--- src/rtl/assert_macros.svh ---
// Assertion helpers included by sector_wedge_fiducial_cut.sv.
`ifndef ASSERT_MACROS_SVH
`define ASSERT_MACROS_SVH
`ifndef SYNTHESIS
// same-cycle implication
`define CHK_IMPL(label, clk, rst, ante, cons, msg) \
  label: assert property (@(posedge clk) disable iff (rst) (ante) |-> (cons)) \
    else $error(msg);
// implication a fixed number of cycles later
`define CHK_DELAY(label, clk, rst, ante, n, cons, msg) \
  label: assert property (@(posedge clk) disable iff (rst) (ante) |-> ##n (cons)) \
    else $error(msg);
`else
`define CHK_IMPL(label, clk, rst, ante, cons, msg)
`define CHK_DELAY(label, clk, rst, ante, n, cons, msg)
`endif
`endif

--- src/rtl/swfc_pkg.sv ---
package swfc_pkg;

  // tightness codes
  localparam logic [1:0] TIGHT_TIGHT  = 2'd0;
  localparam logic [1:0] TIGHT_MEDIUM = 2'd1;
  localparam logic [1:0] TIGHT_LOOSE  = 2'd2;

  // field polarity codes
  localparam logic [1:0] POL_NONE = 2'd0;
  localparam logic [1:0] POL_INB  = 2'd1;
  localparam logic [1:0] POL_OUTB = 2'd2;

  // register indexes (paddr[2])
  localparam logic REG_TIGHTNESS = 1'b0;
  localparam logic REG_POLARITY  = 1'b1;

  // sqrt(3)/2 in Q0.16
  localparam logic [15:0] Q_HALF_SQRT3 = 16'd56755;
  // sqrt(3) in Q1.16, rounded on its own (not twice the half value)
  localparam logic [16:0] Q_SQRT3 = 17'd113512;

  // height / radius in cm
  typedef logic [6:0] lim_t;

  typedef struct packed {
    lim_t height;
    lim_t radius;
  } limits_t;

  // rotation coefficients: cos = +-1 or +-1/2, sin = 0 or +-sqrt(3)/2
  typedef struct packed {
    logic cos_neg;
    logic cos_half;
    logic sin_pos;
    logic sin_neg;
  } rot_sel_t;

  // angle index is (sector-1) mod 6 over the 3-bit sector code
  function automatic rot_sel_t rot_select(logic [2:0] sector);
    rot_sel_t s;
    s = '0;
    case (sector)
      3'd1, 3'd7: begin s.cos_neg = 1'b0; s.cos_half = 1'b0; end
      3'd2: begin s.cos_half = 1'b1; s.sin_pos = 1'b1; end
      3'd3: begin s.cos_neg = 1'b1; s.cos_half = 1'b1; s.sin_pos = 1'b1; end
      3'd4: begin s.cos_neg = 1'b1; end
      3'd5: begin s.cos_neg = 1'b1; s.cos_half = 1'b1; s.sin_neg = 1'b1; end
      3'd6, 3'd0: begin s.cos_half = 1'b1; s.sin_neg = 1'b1; end
      default: s = '0;
    endcase
    return s;
  endfunction

  // wedge height and circle radius for one hit
  function automatic limits_t lookup_limits(logic [1:0] pol, logic [1:0] tight,
                                            logic [1:0] region, logic [2:0] sector);
    limits_t lim;
    lim_t    k;
    logic    corner;
    logic    use_tab;
    k       = {5'd0, region};
    corner  = (sector == 3'd1) || (sector == 3'd4);
    use_tab = (sector inside {[3'd1:3'd6]}) && (pol == POL_INB || pol == POL_OUTB);
    // region defaults
    case (region)
      2'd1:    begin lim.height = 7'd29; lim.radius = 7'd29; end
      2'd2:    begin lim.height = 7'd35; lim.radius = 7'd40; end
      2'd3:    begin lim.height = 7'd48; lim.radius = 7'd49; end
      default: begin lim.height = 7'd0;  lim.radius = 7'd0;  end
    endcase
    if (use_tab) begin
      if (pol == POL_INB) begin
        case (region)
          2'd1:    begin lim.height = corner ? 7'd27 : 7'd22; lim.radius = 7'd29; end
          2'd2:    begin lim.height = corner ? 7'd40 : 7'd34; lim.radius = 7'd38; end
          2'd3:    begin lim.height = corner ? 7'd47 : 7'd39; lim.radius = 7'd50; end
          default: begin lim.height = 7'd0; lim.radius = 7'd0; end
        endcase
      end else begin
        case (region)
          2'd1:    begin lim.height = 7'd15; lim.radius = 7'd25; end
          2'd2:    begin lim.height = 7'd25; lim.radius = 7'd39; end
          2'd3:    begin lim.height = 7'd48; lim.radius = 7'd65; end
          default: begin lim.height = 7'd0;  lim.radius = 7'd0;  end
        endcase
      end
      // tightness offset of region-number cm
      if (tight == TIGHT_TIGHT) begin
        lim.height = lim.height + k;
        lim.radius = lim.radius + k;
      end else if (tight == TIGHT_LOOSE) begin
        lim.height = lim.height - k;
        lim.radius = lim.radius - k;
      end
    end
    return lim;
  endfunction

endpackage

--- src/rtl/swfc_rotate.sv ---
// Two-stage rotation of a hit into its sector frame.
// Stage 1: products by sqrt(3)/2 and shifted cos terms.
// Stage 2: sums, then floor by 8 bits.
module swfc_rotate #(
  parameter int COORD_BITS = 18
) (
  input  logic                          clk,
  input  logic                          rst,
  input  logic                          in_vld,
  input  swfc_pkg::rot_sel_t            sel,
  input  logic signed [COORD_BITS-1:0]  px,
  input  logic signed [COORD_BITS-1:0]  py,
  output logic                          out_vld,
  output logic signed [COORD_BITS+9:0]  xr,
  output logic signed [COORD_BITS+9:0]  yr
);

  localparam int PW = COORD_BITS + 17;
  localparam int SW = COORD_BITS + 18;
  localparam int XW = SW - 8;

  localparam logic signed [16:0] K_SIN = {1'b0, swfc_pkg::Q_HALF_SQRT3};

  logic                 vld1;
  swfc_pkg::rot_sel_t   sel1;
  logic signed [PW-1:0] mx, my;
  logic signed [SW-1:0] cx, cy;
  logic signed [SW-1:0] px_ext, py_ext, px_sh, py_sh;
  logic signed [SW-1:0] sin_x, sin_y, sum_x, sum_y;

  // cos terms are shifts
  always_comb begin
    px_ext = SW'(px);
    py_ext = SW'(py);
    px_sh  = sel.cos_half ? (px_ext <<< 15) : (px_ext <<< 16);
    py_sh  = sel.cos_half ? (py_ext <<< 15) : (py_ext <<< 16);
  end

  // stage 1
  always_ff @(posedge clk) begin
    if (rst) begin
      vld1 <= 1'b0;
    end else begin
      vld1 <= in_vld;
    end
    sel1 <= sel;
    mx   <= PW'(px) * PW'(K_SIN);
    my   <= PW'(py) * PW'(K_SIN);
    cx   <= sel.cos_neg ? -px_sh : px_sh;
    cy   <= sel.cos_neg ? -py_sh : py_sh;
  end

  // x' = y*sin + x*cos, y' = y*cos - x*sin
  always_comb begin
    sin_y = sel1.sin_pos ? SW'(my) : (sel1.sin_neg ? -SW'(my) : '0);
    sin_x = sel1.sin_pos ? SW'(mx) : (sel1.sin_neg ? -SW'(mx) : '0);
    sum_x = cx + sin_y;
    sum_y = cy - sin_x;
  end

  // stage 2: arithmetic shift floors
  always_ff @(posedge clk) begin
    if (rst) begin
      out_vld <= 1'b0;
    end else begin
      out_vld <= vld1;
    end
    xr <= XW'(sum_x >>> 8);
    yr <= XW'(sum_y >>> 8);
  end

endmodule

--- config.mk ---
export PLATFORM = sky130hd
export DESIGN_NAME = swfc_rotate
export DESIGN_NICKNAME = d
export VERILOG_FILES = /design/src/rtl/assert_macros.svh /design/src/rtl/swfc_pkg.sv /design/src/rtl/swfc_rotate.sv
export SDC_FILE = /design/constraint.sdc
export NUM_CORES = 1
export LEC_CHECK = 0
export BUFFER_PORTS_ARGS = -buffer_cell sky130_fd_sc_hd__buf_2
export CAP_MARGIN = 15
export CORE_MARGIN = 1
export CORE_UTILIZATION = 55
export CTS_CLUSTER_SIZE = 14
export DETAILED_ROUTE_END_ITERATION = 12
export GPL_ROUTABILITY_DRIVEN = 0
export GPL_TIMING_DRIVEN = 0
export PLACE_DENSITY_LB_ADDON = 0.12
export SYNTH_ARGS = -nofsm -noshare
export SYNTH_HDL_FRONTEND = slang
export SYNTH_SLANG_ARGS = --single-unit
--- constraint.sdc ---
create_clock -name clk -period 7.57 [get_ports clk]
set_input_delay 1.514 -clock clk [delete_from_list [all_inputs] [get_ports clk]]
set_output_delay 1.514 -clock clk [all_outputs]
set_load 0.01 [all_outputs]
==> metrics.md, run 1 <==
| Metric | Value |
|---|---|
| Outcome | finished clean |
| Setup WS pre-CTS | -1180 ps |
| Nets | around 3200 |
| Top cells by area, synth | fa_1 26%, ha_1 17%, dfxtp_1 16% |
| Area Growth Syn to Fin | 8.90% |
| FF-to-FF Start | sel1[1] |
| Hold Crit Depth | 1 |
| Slowest CP cell | fa_2 |
| Period utilization | 0.986 |
| # rows | a little over 70 |
| Via count | around 17000 |
| H-Tree Depth | 4 |
| DP HPWL | 49900 um |
| Reg2reg end | xr[26] |
| Multi-input gate area | around 0.017 mm^2 |
| Sum Neg Setup Slack | 0 ps |
| Setup-failing EPs final | 0 |
| First-pass GRT wire length | 92900 um |
| Final Critical Period | 7460 ps |
| Setup crit start kind | input port |
| Initial antenna violation count | 2 |
| DRC | 0 |
| Min-delay src | vld1 |
| Slowest stage delay, CP | ~600 ps |
| Vias in the first global route | 17400 |
| Synth top cells by count | 532 x inv_1, 295 x ha_1, 289 x fa_1, 172 x dfxtp_1, 142 x a21oi_1 |
| Synth area leader | fa_1 |
| Total core area | 0.0390 mm^2 |
| Crit-path leading delay family | adder cells |
| Worst-skew pair later-pin latency | approximately 450 ps |
| Antenna-violating nets left | 0 |
| Skew final | about 9.0 ps |
| Buf+Inv Stages, Crit Path | 7 |
| Ys Warns | 0 |
| DR pass1 iterations | 6 |
| Die width | a little over 200 um |
| Layout cells sized above 1 | 0.0716 |
| Die footprint | slightly above 0.04 mm^2 |
| Crit. End Element | flip-flop |
| Area share of the largest cell type after synthesis | 0.263 |
| Netlist Area Pre-Place | 0.0220 mm^2 |
| Routed wire per std cell | between 15 and 20 um |
| Avg Inst Size Synth | 8.91 um^2 |
| Worst slew pin tran | between 800 and 900 ps |
| Sink Count | between 150 and 200 |
| Crit Path Max Fanout | 13 |
| Syn nets | between 3000 and 4000 |
| Max-slew violations | 0 |
| Depth of the most critical reg-to-reg path | 20 |
| Largest net degree at the start of global routing | 31 |
| Initial core utilization | 0.563 |
| Height of the die | between 200 and 250 um |
| Fin cells | ~3100 |
| Sequential area share after synthesis | 0.157 |
| Initial DRC count | between 1000 and 1500 |
| Async SR Flop Fraction | 0 |
| CTS tree | yes |
| GRT Residual Overflow | 0 |
| DP Cell Count | roughly 3100 |
| Maxcap violations | 0 |
| Cts hold-fix bufs | 0 |
| Syn Inst Count | ~2500 |
| Worst setup margin | roughly 110 ps |
| # fillers | around 3400 |
| Critical Path Most Common Cell | inv_1 |
| Tightest Hold Check Type | reg2reg |
| CP Class | in2reg |
| Yosys reg bits | between 150 and 200 |
| Clock-pin slew on the worst setup and hold paths | roughly 70 ps |
| Root Driver | clkbuf_16 |
| PortBufs | around 100 |
| Reg2Reg Setup Slack | 2110 ps |
| Fin. Hold Viols | 0 |
| Routed vias/inst | between 5 and 6 |
| IO Count | 100 |
| Clock buffer count from CTS | 17 |
| Worst Path Arrival | ~8000 ps |
| Worst endpoint required time | between 7000 and 8000 ps |
| Prevailing post-synth register cell | dfxtp_1 |
| WL final | around 58000 um |
| Reg area | 0.00344 mm^2 |
| Fmax achieved | between 100 and 150 MHz |
| Post-synth EDFFs | 0 |
| Max clock buf depth | 2 |
| GRT Total Usage | 0.296 |
| Count leader, synth | inv_1 |
| Netlist cell types | 70 |
| Max_slew headroom | 0.451 |
| Hold Crit Endpoint | out_vld |
## sequential cells by signal (all words and copies together), names as in the netlist
name / count
out_vld: 1
mx: 35
cx: 21
cy: 21
yr: 28
my: 35
sel1: 2
vld1: 1
xr: 28
## stage by stage
stage / hold slack (ps) / util / instance area, um^2
floorplan: 414 / - / 22000
global placement: 431 / 0.593 / 23100
detailed placement: 427 / 0.593 / 23100
CTS: 444 / 0.610 / 23800
global route: 472 / 0.614 / 23900
finish: 440 / 0.614 / 23900
## how the worst max path moves through the flow
stage | startpoint | end | slack, ps | depth (start not counted)
6_report | px[5] | mx[34] | 110 | 25
5_1_grt | py[5] | my[32] | -40 | 25
4_1_cts | px[3] | mx[34] | -30 | 24
3_5_place_dp | px[1] | mx[34] | -1180 | 21
3_3_place_gp | px[1] | mx[34] | -1190 | 21
2_1_floorplan | px[5] | mx[34] | 40 | 24
## cell families (layout without fill, tap and decap cells)
group           count (synthesis)  in the layout  synth area share
compound gates                477            477             0.133
mux                            22             22            0.0100
simple gates                  461            461             0.102
buf+inv                       583            715            0.0997
other cells                     0              1                 0
fa+ha+maj                     587            587             0.433
xor+xnor                      165            165            0.0658
flops                         172            172             0.157
## layer usage
metal	part of all wire	global-route usage	wire, um
met5	0	0	0
met4	0.025	0.0874	1460
met3	0.095	0.0946	5500
met2	0.43	0.442	24900
met1	0.45	0.409	26300
## layout by cell type (no fill, tap or decap), types with 7 or more instances in the layout
cell type / Yosys / routed
a211oi_1: 11 / 10
a21o_1: 59 / 59
a21oi_1: 142 / 139
a22oi_1: 8 / 8
a31oi_1: 19 / 19
and2_1: 8 / 8
buf_2: 1 / 92
buf_4: 0 / 9
clkbuf_1: 41 / 38
clkbuf_16: 0 / 17
dfxtp_1: 172 / 172
fa_1: 289 / 288
ha_1: 295 / 291
inv_1: 532 / 531
mux2i_1: 22 / 22
nand2_1: 135 / 135
nand2b_1: 21 / 21
nand3_1: 32 / 32
nand4_1: 8 / 8
nor2_1: 125 / 125
nor2b_1: 14 / 14
nor3_1: 47 / 45
nor4_1: 9 / 9
o211ai_1: 19 / 19
o21a_1: 9 / 9
o21ai_0: 136 / 132
o21bai_1: 21 / 21
o31ai_1: 8 / 7
or3_1: 21 / 21
or4_1: 10 / 10
xnor2_1: 96 / 92
xor2_1: 69 / 67
## what timing repair did
item / CTS / global route
gates resized for setup: 12 / 27
setup endpoints to repair: 7 / 8
buffers inserted: 2 / 3
pin swaps: 5 / 15
endpoints found under the hold margin: 0 / 0
## area by class of cell
cell class                      instances  share of cell area
Multi-Input combinational cell       1712               0.690
Sequential cell                       172               0.144
Inverter                              534              0.0838
Tap cell                              518              0.0271
Timing Repair Buffer                  103              0.0228
Clock buffer                           18              0.0184
Buffer                                 46             0.00732
Clock inverter                         14             0.00701
Antenna cell                            1            0.000105
Power of run 1 is left out: the tool's default activity adds up to more than one toggle a clock period on the data nets, which glitch-free logic cannot reach.
==> run 2, diff against run 1 <==
--- a/config.mk
+++ b/config.mk
@@ -13,7 +13,7 @@
 export DETAILED_ROUTE_END_ITERATION = 12
 export GPL_ROUTABILITY_DRIVEN = 0
 export GPL_TIMING_DRIVEN = 0
-export PLACE_DENSITY_LB_ADDON = 0.12
+export PLACE_DENSITY = 0.75
 export SYNTH_ARGS = -nofsm -noshare
 export SYNTH_HDL_FRONTEND = slang
 export SYNTH_SLANG_ARGS = --single-unit
==> metrics.md, run 2 (synthesized netlist as in run 1, its figures left out) <==
| Metric | Value |
|---|---|
| Maxcap violations | 0 (unchanged) |
| Via count | 17500 (was 17200) |
| Skew final | 9.15 ps (was 9.00 ps) |
| Initial DRC count | 1539 (was 1400) |
| Sink Count | 172 (unchanged) |
| GRT Total Usage | 0.289 (was 0.296) |
| Worst endpoint required time | 7910 ps (was 7880 ps) |
| Sum Neg Setup Slack | 0 ps (unchanged) |
| Worst setup endpoint | mx[32] (was mx[34]) |
| Worst slew pin tran | 804 ps (was 803 ps) |
| FF-to-FF Start | sel1[1] (unchanged) |
| Setup crit start kind | input port (unchanged) |
| Reg2reg end | xr[26] (unchanged) |
| Clock buffer count from CTS | 17 (unchanged) |
| Area post-placement | 0.0231 mm^2 (unchanged) |
| Fmax achieved | 135 MHz (was 134 MHz) |
| Initial core utilization | 0.563 (unchanged) |
| Area Growth Syn to Fin | 8.82% (was 8.90%) |
| Max-slew violations | 0 (unchanged) |
| GRT Residual Overflow | 0 (unchanged) |
| Total core area | 0.0390 mm^2 (unchanged) |
| Period utilization | 0.976 (was 0.986) |
| Min-delay src | vld1 (unchanged) |
| Routed wire per std cell | 18.3 um (was 18.7 um) |
| CTS tree | yes (unchanged) |
| H-Tree Depth | 4 (unchanged) |
| Worst Path Arrival | 7730 ps (was 7770 ps) |
| # rows | 72 (unchanged) |
| Crit. End Element | flip-flop (unchanged) |
| Height of the die | 202 um (unchanged) |
| Die footprint | 0.0408 mm^2 (unchanged) |
| DP Cell Count | 3083 (unchanged) |
| Layout cells sized above 1 | 0.0685 (was 0.0716) |
| Nets | 3212 (was 3213) |
| Antenna-violating nets left | 0 (unchanged) |
| Initial antenna violation count | 7 (was 2) |
| IO Count | 100 (unchanged) |
| Outcome | finished clean (unchanged) |
| WL final | 57200 um (was 58200 um) |
| Leading cell type in the layout, fill and taps excluded | inv_1 (unchanged) |
| Top flop regs | mx: 35 flops, my: 35 flops (unchanged) |
| DP HPWL | 48800 um (was 49900 um) |
| Max_slew headroom | 0.450 (was 0.451) |
| Die width | 202 um (unchanged) |
| Reg2Reg Setup Slack | 2100 ps (was 2110 ps) |
| DR pass1 iterations | 8 (was 6) |
| DRC | 0 (unchanged) |
| Largest net degree at the start of global routing | 31 (unchanged) |
| Setup-failing EPs final | 0 (unchanged) |
| First-pass GRT wire length | 92100 um (was 92900 um) |
| CP startpoint | px[7] (was px[5]) |
| Fin cells | 3120 (was 3118) |
| Crit Path Max Fanout | 11 (was 13) |
| CP Class | in2reg (unchanged) |
| Depth of the most critical reg-to-reg path | 20 (unchanged) |
| Vias in the first global route | 17400 (about the same) |
| Root Driver | clkbuf_16 (unchanged) |
| Worst-skew pair later-pin latency | 450 ps (about the same) |
| Fin. Hold Viols | 0 (unchanged) |
| Final Critical Period | 7390 ps (was 7460 ps) |
| Fin area | 0.0239 mm^2 (about the same) |
| Max clock buf depth | 2 (unchanged) |
| Clock-pin slew on the worst setup and hold paths | 70 ps (about the same) |
| PortBufs | 98 (unchanged) |
| Tightest Hold Check Type | reg2reg (unchanged) |
| Most frequent cells in the layout | 532 x inv_1, 292 x ha_1, 289 x fa_1 (was 531 x inv_1, 291 x ha_1, 288 x fa_1) |
| Routed vias/inst | 5.62 (was 5.52) |
| # fillers | 3248 (was 3377) |
==> run 2: worst min-delay path by stage <==
| stage | endpoint | cells after the start |
|---|---|---|
| after floorplan | out_vld | 1 |
| after global placement | out_vld | 1 |
| after detailed placement | out_vld | 1 |
| after CTS | out_vld | 1 |
| after global routing | out_vld | 1 |
| final | out_vld | 1 |
==> run 2: worst max-delay path: stages <==
cell and delay, ps:
clkbuf_4 190, ha_1 300, inv_1 70, fa_1 520
inv_1 60, fa_1 500, inv_1 50, fa_1 480
inv_1 60, fa_1 570, inv_1 70, fa_1 530
inv_1 60, ha_4 260, a21o_1 160, a21o_1 210
a22o_1 220, nor3_2 130, a21oi_1 80, a41o_1 280
or4b_4 550, and3_4 190, a2111oi_4 320, buf_4 180
xnor2_2 160
==> run 2: area by class of cell <==
cell class,instances,area (um^2),share of cell area
Multi-Input combinational cell,1712,16500,0.689
Sequential cell,172,3440,0.144
Inverter,534,2000,0.0838
Tap cell,518,648,0.0271
Timing Repair Buffer,101,528,0.0221
Clock buffer,17,425,0.0178
Clock inverter,15,196,0.00821
Buffer,47,179,0.00748
Antenna cell,4,10.0,0.000419
==> run 2: through the flow <==
step / hold slack [ps] / setup WS (ps) / util
floorplan: 414 / 39.5 / -
global placement: 431 / -904 / 0.593
detailed placement: 436 / -967 / 0.593
CTS: 448 / 13.6 / 0.610
global route: 461 / -45.4 / 0.613
finish: 443 / 179 / 0.613
==> run 2: what timing repair did <==
item | 4_1_cts | 5_1_grt
gates resized for setup | 14 | 16
cloned | 0 | 0
endpoints found under the setup margin | 6 | 7
pin swaps | 5 | 6
hold buffers | 0 | 0
buffers inserted | 0 | 3
endpoints found under the hold margin | 0 | 0
==> run 2: layer usage <==
layer	vias up	global-route usage	wire, um
met5	-	0	26
met4	4	0.0771	1300
met3	99	0.0692	5470
met2	783	0.462	25800
met1	8378	0.392	24600
li1	8257	-	-
Power of run 2 is left out for the same reason.
==> run 3, diff against run 2 <==
--- a/config.mk
+++ b/config.mk
@@ -5,15 +5,15 @@
 export SDC_FILE = /design/constraint.sdc
 export NUM_CORES = 1
 export LEC_CHECK = 0
-export BUFFER_PORTS_ARGS = -buffer_cell sky130_fd_sc_hd__buf_2
+export BUFFER_PORTS_ARGS = -buffer_cell sky130_fd_sc_hd__buf_4
 export CAP_MARGIN = 15
 export CORE_MARGIN = 1
-export CORE_UTILIZATION = 55
+export CORE_UTILIZATION = 58
 export CTS_CLUSTER_SIZE = 14
 export DETAILED_ROUTE_END_ITERATION = 12
 export GPL_ROUTABILITY_DRIVEN = 0
 export GPL_TIMING_DRIVEN = 0
-export PLACE_DENSITY = 0.75
+export PLACE_DENSITY = 0.79
 export SYNTH_ARGS = -nofsm -noshare
 export SYNTH_HDL_FRONTEND = slang
 export SYNTH_SLANG_ARGS = --single-unit
==> metrics.md, run 3 (synthesized netlist as in run 1, its figures left out) <==
| Metric | Value |
|---|---|
| Area Growth Syn to Fin | 9.69% (was 8.82%) |
| Period utilization | 0.973 (was 0.976) |
| Hold Crit Depth | 1 (unchanged) |
| Sum Neg Setup Slack | 0 ps (unchanged) |
| DP Cell Count | 3069 (was 3083) |
| Fin. Hold Viols | 0 (unchanged) |
| Reg2reg end | xr[26] (unchanged) |
| Fin cells | 3103 (was 3120) |
| DR pass1 iterations | 7 (was 8) |
| Die footprint | 0.0387 mm^2 (was 0.0408 mm^2) |
| Skew final | 12.7 ps (was 9.15 ps) |
| IO Count | 100 (unchanged) |
| Depth of the most critical reg-to-reg path | 20 (unchanged) |
| Largest net degree at the start of global routing | 22 (was 31) |
| Die width | 197 um (was 202 um) |
| First-pass GRT wire length | 92300 um (was 92100 um) |
| Worst-skew pair later-pin latency | 440 ps (was 450 ps) |
| GRT Total Usage | 0.306 (was 0.289) |
| Total core area | 0.0370 mm^2 (was 0.0390 mm^2) |
| Clock-pin slew on the worst setup and hold paths | 80 ps (was 70 ps) |
| Initial DRC count | 1783 (was 1539) |
| PortBufs | 98 (unchanged) |
| Setup-failing EPs final | 0 (unchanged) |
| Fmax achieved | 136 MHz (was 135 MHz) |
| Nets | 3212 (unchanged) |
| Setup crit start kind | input port (unchanged) |
| Initial core utilization | 0.595 (was 0.563) |
| Worst slew pin tran | 995 ps (was 804 ps) |
| Maxcap violations | 0 (unchanged) |
| Crit. End Element | flip-flop (unchanged) |
| Via count | 17800 (was 17500) |
| DRC | 0 (unchanged) |
| GRT Residual Overflow | 0 (unchanged) |
| Worst endpoint required time | 7890 ps (was 7910 ps) |
| Max_slew headroom | 0.319 (was 0.450) |
| Clock buffer count from CTS | 17 (unchanged) |
| Min-delay src | vld1 (unchanged) |
| Root Driver | clkbuf_16 (unchanged) |
| Outcome | finished clean (unchanged) |
| Vias in the first global route | 17800 (was 17400) |
| Max-slew violations | 0 (unchanged) |
| CTS tree | yes (unchanged) |
| Hold Crit Endpoint | out_vld (unchanged) |
| Max clock buf depth | 2 (unchanged) |
| Cts hold-fix bufs | 0 (unchanged) |
| Layout cells sized above 1 | 0.0677 (was 0.0685) |
| # fillers | 2953 (was 3248) |
| Final Util | 0.652 (was 0.613) |
| Tightest Hold Check Type | reg2reg (unchanged) |
| Height of the die | 197 um (was 202 um) |
| Leading cell type in the layout, fill and taps excluded | inv_1 (unchanged) |
| FF-to-FF Start | sel1[1] (unchanged) |
| Crit Path Max Fanout | 12 (was 11) |
| Reg2Reg Setup Slack | 2100 ps (about the same) |
| H-Tree Depth | 4 (unchanged) |
| Most frequent cells in the layout | 532 x inv_1, 291 x ha_1, 289 x fa_1 (was 532 x inv_1, 292 x ha_1, 289 x fa_1) |
| Top flop regs | mx: 35 flops, my: 35 flops (unchanged) |
| WL final | 57200 um (about the same) |
| Routed vias/inst | 5.73 (was 5.62) |
| Sink Count | 172 (unchanged) |
| Antenna-violating nets left | 0 (unchanged) |
| Worst Path Arrival | 7690 ps (was 7730 ps) |
| DP HPWL | 48400 um (was 48800 um) |
| Initial antenna violation count | 3 (was 7) |
| Routed wire per std cell | 18.4 um (was 18.3 um) |
| CP Class | in2reg (unchanged) |
| # rows | 70 (was 72) |
| Final Critical Period | 7360 ps (was 7390 ps) |
run 3: timing repair:
| action | CTS | global route |
|---|---|---|
| hold endpoints to repair | 0 | 0 |
| setup endpoints to repair | 5 | 7 |
| setup buffers | 0 | 1 |
| resized for setup | 10 | 15 |
| pin swaps | 3 | 6 |
run 3: per-layer routing:
layer | share of wire | GRT usage
met3 | 0.096 | 0.0554
met5 | 0.0014 | 0
met2 | 0.46 | 0.499
met1 | 0.42 | 0.420
met4 | 0.023 | 0.0798
run 3: worst max-delay path by stage:
stage | slack [ps] | startpoint | end
5_1_grt | -30 | py[5] | my[34]
2_1_floorplan | 40 | px[5] | mx[34]
4_1_cts | 20 | px[5] | mx[34]
6_report | 210 | py[5] | my[34]
3_5_place_dp | -900 | px[1] | mx[34]
3_3_place_gp | -850 | px[1] | mx[34]
run 3: cell type report:
type	count	area [um^2]	share of cell area
diodes	1	2.50	0.000104
plain buffers	49	188	0.00779
clock buffers	17	425	0.0176
clock inverters	15	201	0.00836
inverters	534	2000	0.0832
multi-input cells	1712	16500	0.683
flip-flops and latches	172	3440	0.143
well taps	504	631	0.0262
repair buffers	99	743	0.0308
run 3: per-stage QoR:
step / hold slack (ps) / cell area [um^2] / setup WS (ps)
floorplan: 414 / 22000 / 39.5
global placement: 431 / 23300 / -848
detailed placement: 456 / 23300 / -895
CTS: 471 / 24000 / 19.9
global route: 479 / 24100 / -32.1
finish: 461 / 24100 / 206
run 3: critical path, cell delays in order:
cell and delay [ps]:
buf_4 180, ha_1 300, inv_1 80, fa_1 510, inv_1 60, fa_1 500
inv_1 50, fa_1 470, inv_1 50, fa_1 520, inv_1 60, fa_1 570
inv_1 60, ha_1 360, a21o_1 180, a21o_1 190, a211oi_1 290, o41ai_2 170
and3_1 230, nor3_4 290, o21ai_1 180, a41oi_2 290, o21ai_0 120, a21oi_1 250
xnor2_2 220
Power of run 3 is left out for the same reason.
